## config.mk

```make
export PLATFORM = sky130hd
export DESIGN_NAME = bcc_temp
export DESIGN_NICKNAME = d
export VERILOG_FILES = /design/src/design/bcc_pkg.sv /design/src/design/bcc_temp.sv
export SDC_FILE = /design/constraint.sdc
export NUM_CORES = 2
export LEC_CHECK = 0
export BUFFER_PORTS_ARGS = -buffer_cell sky130_fd_sc_hd__buf_4
export CORE_UTILIZATION = 65
export DETAILED_ROUTE_END_ITERATION = 12
export PLACE_DENSITY = 0.85
export SYNTH_ARGS = -nofsm -noshare
export SYNTH_HDL_FRONTEND = slang
export SYNTH_SLANG_ARGS = --single-unit
```

## constraint.sdc

```tcl
create_clock -name aclk -period 18.2 [get_ports aclk]
set_input_delay 4.55 -clock aclk [delete_from_list [all_inputs] [get_ports aclk]]
set_output_delay 4.55 -clock aclk [all_outputs]
set_load 0.03 [all_outputs]
```

## src/design/bcc_pkg.sv

```systemverilog
// ----------------------------------------------------------------------------
// Barometer compensation package
// Shared types and constants of the compensation pipeline.
// ----------------------------------------------------------------------------
package bcc_pkg;

    localparam int RawW      = 20;
    localparam int TempW     = 16;
    localparam int PressW    = 32;
    localparam int VarW      = 27;
    localparam int WordW     = 64;
    localparam int DenW      = 31;
    localparam int DivStages = WordW;

    localparam logic signed [VarW-1:0] TFineOffset = 27'sd128000;
    localparam logic [WordW-1:0]       BiasP1      = 64'h0000_8000_0000_0000;
    localparam logic [WordW-1:0]       NumScale    = 64'd3125;

    // Configuration register indexes.
    typedef enum logic [1:0] {
        REG_TEMP_CALIB = 2'd0,
        REG_PRESS_LO   = 2'd1,
        REG_PRESS_HI   = 2'd2,
        REG_PRESS_LAST = 2'd3
    } reg_idx_t;

    // Unpacked view of the factory calibration words.
    typedef struct packed {
        logic        [15:0] t1;
        logic signed [15:0] t2;
        logic signed [15:0] t3;
        logic        [15:0] p1;
        logic signed [15:0] p2;
        logic signed [15:0] p3;
        logic signed [15:0] p4;
        logic signed [15:0] p5;
        logic signed [15:0] p6;
        logic signed [15:0] p7;
        logic signed [15:0] p8;
        logic signed [15:0] p9;
    } calib_t;

    // Status that rides along with each word through the pipeline.
    typedef struct packed {
        logic             valid;
        logic             invalid;
        logic             neg;
        logic [TempW-1:0] temp;
    } tag_t;

endpackage

```

## src/design/bcc_temp.sv

```systemverilog
// ----------------------------------------------------------------------------
// Temperature stages
// Forms the fine temperature and the clamped temperature in 0.01 degC.
// ----------------------------------------------------------------------------
module bcc_temp (
    input  logic                              aclk,
    input  logic                              aresetn,
    input  logic                              en,
    input  logic                              in_valid,
    input  logic [bcc_pkg::RawW-1:0]          raw_temp,
    input  logic [bcc_pkg::RawW-1:0]          raw_press,
    input  bcc_pkg::calib_t                   calib,
    output bcc_pkg::tag_t                     tag_out,
    output logic signed [bcc_pkg::VarW-1:0]   var1,
    output logic [bcc_pkg::RawW-1:0]          press_adc
);
    import bcc_pkg::*;

    logic [3:0]               vld_reg;
    logic signed [33:0]       pa_reg, pa_next;
    logic signed [33:0]       dd_reg, dd_next;
    logic signed [22:0]       a_reg, a_next;
    logic signed [37:0]       pb_reg, pb_next;
    logic signed [25:0]       tf_reg, tf_next;
    logic [TempW-1:0]         tc_reg, tc_next;
    logic signed [VarW-1:0]   v1_reg, v1_next;
    logic [RawW-1:0]          pr1_reg, pr2_reg, pr3_reg, pr4_reg;
    logic signed [17:0]       d1;
    logic signed [16:0]       d2;
    logic signed [29:0]       sc;
    logic signed [29:0]       tq;

    // Stage one: the two temperature products.
    always_comb begin
        d1      = $signed({1'b0, raw_temp[19:3]}) - $signed({1'b0, calib.t1, 1'b0});
        d2      = $signed({1'b0, raw_temp[19:4]}) - $signed({1'b0, calib.t1});
        pa_next = d1 * calib.t2;
        dd_next = d2 * d2;
    end

    // Stage two: scale and the third-coefficient product.
    always_comb begin
        a_next  = 23'(pa_reg >>> 11);
        pb_next = $signed({1'b0, dd_reg[32:12]}) * calib.t3;
    end

    // Stage three: fine temperature.
    assign tf_next = 26'(a_reg) + 26'(pb_reg >>> 14);

    // Stage four: output temperature with saturation, and the pressure offset.
    always_comb begin
        sc = (30'(tf_reg) <<< 2) + 30'(tf_reg) + 30'sd128;
        tq = sc >>> 8;
        if (tq > 30'sd32767) begin
            tc_next = 16'h7fff;
        end else if (tq < -30'sd32768) begin
            tc_next = 16'h8000;
        end else begin
            tc_next = tq[15:0];
        end
        v1_next = 27'(tf_reg) - TFineOffset;
    end

    // Valid bits.
    always_ff @(posedge aclk) begin
        if (!aresetn) begin
            vld_reg <= '0;
        end else if (en) begin
            vld_reg <= {vld_reg[2:0], in_valid};
        end
    end

    // Data registers.
    always_ff @(posedge aclk) begin
        if (en) begin
            pa_reg  <= pa_next;
            dd_reg  <= dd_next;
            pr1_reg <= raw_press;
            a_reg   <= a_next;
            pb_reg  <= pb_next;
            pr2_reg <= pr1_reg;
            tf_reg  <= tf_next;
            pr3_reg <= pr2_reg;
            tc_reg  <= tc_next;
            v1_reg  <= v1_next;
            pr4_reg <= pr3_reg;
        end
    end

    assign tag_out.valid   = vld_reg[3];
    assign tag_out.invalid = 1'b0;
    assign tag_out.neg     = 1'b0;
    assign tag_out.temp    = tc_reg;
    assign var1            = v1_reg;
    assign press_adc       = pr4_reg;

endmodule

```

# Word level (Yosys, flattened, before mapping)
# Cells that the tools add are included.
# word_totals
reg_bits	280
output_inout_bits	66
# classes
n_addsub	6
n_lt_le_gt_ge	2
mux	1
mul	3
# op_table
cell	count
$mul 22x16->38	1
$mul 18x16->34	1
$mul 17x17->33	1
$add 28x9->29 const B	1
$add 27x25->28	1
$sub 25x18->26 const B	1
$add 23x24->25	1
$gt 21x16->1 const B	1
$lt 21x16->1 const B	1
$sub 17x17->18	1
$sub 16x16->17	1
$mux 16	1

# Logic depth before layout (Yosys ltp)
# logic_depth
ltp_word	4
mapped_depth	38
depth_no_buf	37

# Worst setup path before layout
# OpenSTA, ideal clock, no wires.
# synth_path
path_type	input -> register
start	in raw_temp[4] (netlist name)
end	reg dd_reg[32] (data pin)
path_slack_ps	5968
path_buffers	2
required_time_ps	17940
arrival_ps	11972
setup_ps	260
cell_stages	35
path_cell_list	inv_1 ha_1 fa_1 nand2b_1 a21boi_0 o21ai_0 a21oi_1 o21ai_0 a21oi_1 o21ai_0 a21boi_0 or3_1 clkbuf_1 clkbuf_1 nand3_1 fa_1 fa_1 fa_1 inv_1 fa_1 fa_1 inv_1 fa_1 inv_1 ha_1 a21o_1 a21o_1 a21oi_1 nor2_1 a21oi_1 o221ai_1 a31oi_1 o311ai_1 a21oi_1 xnor2_1
# synth_via
elab_chain_len	2
# synth_rtl
element	line_no	rtl
from (decl)	bcc_temp.sv:10	input logic [bcc_pkg::RawW-1:0] raw_temp,
$sub 16x16->17	bcc_temp.sv:36	d2 = $signed({1'b0, raw_temp[19:4]}) - $signed({1'b0, calib.t1});
$mul 17x17->33	bcc_temp.sv:38	dd_next = d2 * d2;
net dd_next[32]	bcc_temp.sv:21	logic signed [33:0] dd_reg, dd_next;
to (signal assigned)	bcc_temp.sv:77	dd_reg <= dd_next;
to (decl)	bcc_temp.sv:21	
# The timed path passes the listed nets, and every way through them passes these cells.
# A chain may end at the register's enable or synchronous reset.

# Worst setup path after layout
# Ends and elaborated chain as after synthesis.

==> key figures <==
Status
  • Status: finished, final reports clean

Clocking
  • Clock-pin slew on the worst setup and hold paths: around 0.06 ns
  • CTS tree: built
  • Clk sinks: around 240
  • CTS Root Cell: clkbuf_16
  • # resized after CTS: 0
  • Worst-Skew Late Latency: 0.53 ns
  • Clock Tree Buf Depth: 3
  • Setup bufs post-CTS: 0
  • Hold buffers post-CTS: 0
  • CTS Buf Count: 24
  • H-tree depth: 1

Critical path
  • Worst EP required: between 15 and 20 ns
  • Startpoint Class: input pin
  • Crit Path Max Fanout: 16
  • Worst Path Arrival: 13.35 ns
  • Crit Path Category: input pin to flop
  • Peak per-stage delay on the critical path: ~0.99 ns
  • CP max-delay cell: fa_1
  • Reg2reg path depth: 23
  • Crit end category: flop
  • Worst r2r src: dd_reg[21]
  • Crit path top cell by count: inv_1
  • R2R Setup Slk: 10.86 ns
  • Critical R2R Capture: pb_reg[35]

Drt
  • Post-DRT Antenna Nets: 0
  • Via count: 28283
  • Drt pass-1 iters: 6
  • Drc violations: 0
  • Vias/cell: 5.67
  • Drt total wl: 91300 um
  • Wire per inst: 18.3 um
  • 1st-iter DRT viols: around 2000

Cells and area
  • NumNets Final: 5564
  • Share of layout cells above drive strength 1: 0.0612
  • Area added between synthesis and finish: 6.40%
  • Max FFs per register: 26
  • Design area: ~44000 um2

Floorplan
  • # IOs: 302
  • DIE AREA: between 60000 and 70000 um2
  • Die height: 253 um
  • Area of the core: 61900 um2
  • Die W: 253 um
  • Initial core utilization: 0.661
  • # rows: 91

Logic synthesis
  • Synth top area share: 0.398
  • Number of synthesized flops with an enable pin: about 240
  • Top area cells in the synthesized netlist: fa_1, edfxtp_1, ha_1
  • Synthesized cell area: 40900 um2
  • Async SR Flop Fraction: 0
  • Synthesized area per cell: 10.1 um2
  • Gate Count Post-Synth: between 4000 and 5000
  • #FFs+latches synth: 242
  • Post-synthesis sequential area ratio: 0.177
  • Synth warn: 0
  • Synth cell types: between 70 and 80
  • Synth area leader: fa_1
  • Most used flip-flop cell after synthesis: edfxtp_1

Hold path
  • Hold Crit Depth: 0
  • Hold Startpoint: pr1_reg[17]
  • Worst hold path type: flop to flop
  • Hold endpoint: pr2_reg[17]

Timing
  • Rel. slew slack: 0.229
  • Fin Hold WS: 0.414 ns
  • Max Fclk: around 77 MHz
  • Final period util: 0.716
  • RSZ-0062 raised after global routing: no
  • Final hold viol count: 0
  • Fin Clk Skew: 0.0141 ns
  • Setup TNS: 0 ns
  • Setup violations, final: 0
  • Slew Viols, Final: 0
  • Least-Margin Pin Slew: 1.15 ns
  • Final period demand of the worst path: 13.04 ns

Global routing
  • Grt ovf: 0
  • GR Util All Layers: 0.301
  • First-pass GRT wire length: around 150000 um
  • Pin count of the biggest net entering global routing: 156
  • Initial antenna violation count: 2
  • Vias in the first global route: roughly 31000

Placement
  • Gpl congestion: 0.922
  • IO Port Bufs: 152
  • Hpwl dp: between 70000 and 80000 um
  • Area after DPL: 42800 um2

Job
  • Max Cap Viol: 0
-- metal layers --
metal,wire length [um],GRT usage
met2,45800,0.522
met3,7570,0.0424
met5,0,0
met4,4020,0.125
met1,33900,0.379
-- critical path: cells and delay by family --
kind                       cells  cell delay (ns)
buffers and inverters          8             1.28
xor gates and xnor gates       1             0.22
and+or+nand+nor                5             0.59
AOI/OAI and AO/OA             14             2.70
adders and majority gates      8             3.96
-- area by class of cell --
cell class                 instances  area (um2)
inverter                         995        3730
fill                            4431       18400
tap                              837        1050
clock buffer                      32         662
sequential                       242        7230
multi-input combinational       2693       29500
antenna                            1        2.50
clock inverter                    10        78.8
timing repair buffer             178        1340
-- synth_stat cells (39+ instances only) --
library cell / n
inv_1: 990
fa_1: 813
nand2_1: 448
ha_1: 381
edfxtp_1: 238
and2_1: 223
nor2_1: 143
clkbuf_1: 118
xnor2_1: 97
a21oi_1: 84
nand3_1: 47
o21ai_0: 41
xor2_1: 40
nor2b_1: 39
-- worst max-delay path by stage --
stage                  to  slack (ns)        start  cells after the start
2_1_floorplan  dd_reg[32]        5.97  raw_temp[4]                     35
4_1_cts        dd_reg[32]        5.30  raw_temp[4]                     36
3_5_place_dp   dd_reg[32]        4.78  raw_temp[4]                     36
5_1_grt        dd_reg[32]        4.67  raw_temp[4]                     36
6_report       dd_reg[32]        5.16  raw_temp[4]                     36
3_3_place_gp   pa_reg[33]        4.91  raw_temp[5]                     33
-- stage by stage --
stage	std cells	util	worst slack, ns
global route	4987	0.703	4.67
CTS	4987	0.703	5.30
floorplan	4066	-	5.97
finish	4988	0.703	5.16
global placement	4945	0.691	4.91
detailed placement	4945	0.691	4.78
-- cells in the final DEF (no fill, tap or decap), types with 38 or more instances in the layout --
| cell | instances |
|---|---|
| ha_1 | 381 |
| inv_1 | 990 |
| o21ai_0 | 41 |
| and3_1 | 38 |
| nor2b_1 | 39 |
| fa_1 | 813 |
| nand3_1 | 47 |
| nor2_1 | 143 |
| buf_4 | 177 |
| a21oi_1 | 84 |
| xnor2_1 | 96 |
| edfxtp_1 | 238 |
| nand2_1 | 448 |
| and2_1 | 223 |
-- cell families after synthesis --
group                      share of synthesized area
adders and majority gates                      0.514
DFF                                            0.177
muxes                                        0.00150
and+or+nand+nor                                0.121
AOI/OAI and AO/OA                             0.0527
xor gates and xnor gates                      0.0293
buffers and inverters                          0.105
other                                      0.0000916
Power is not shown: default switching activity piles up to over one toggle a cycle in this logic, so the estimate is an artifact.
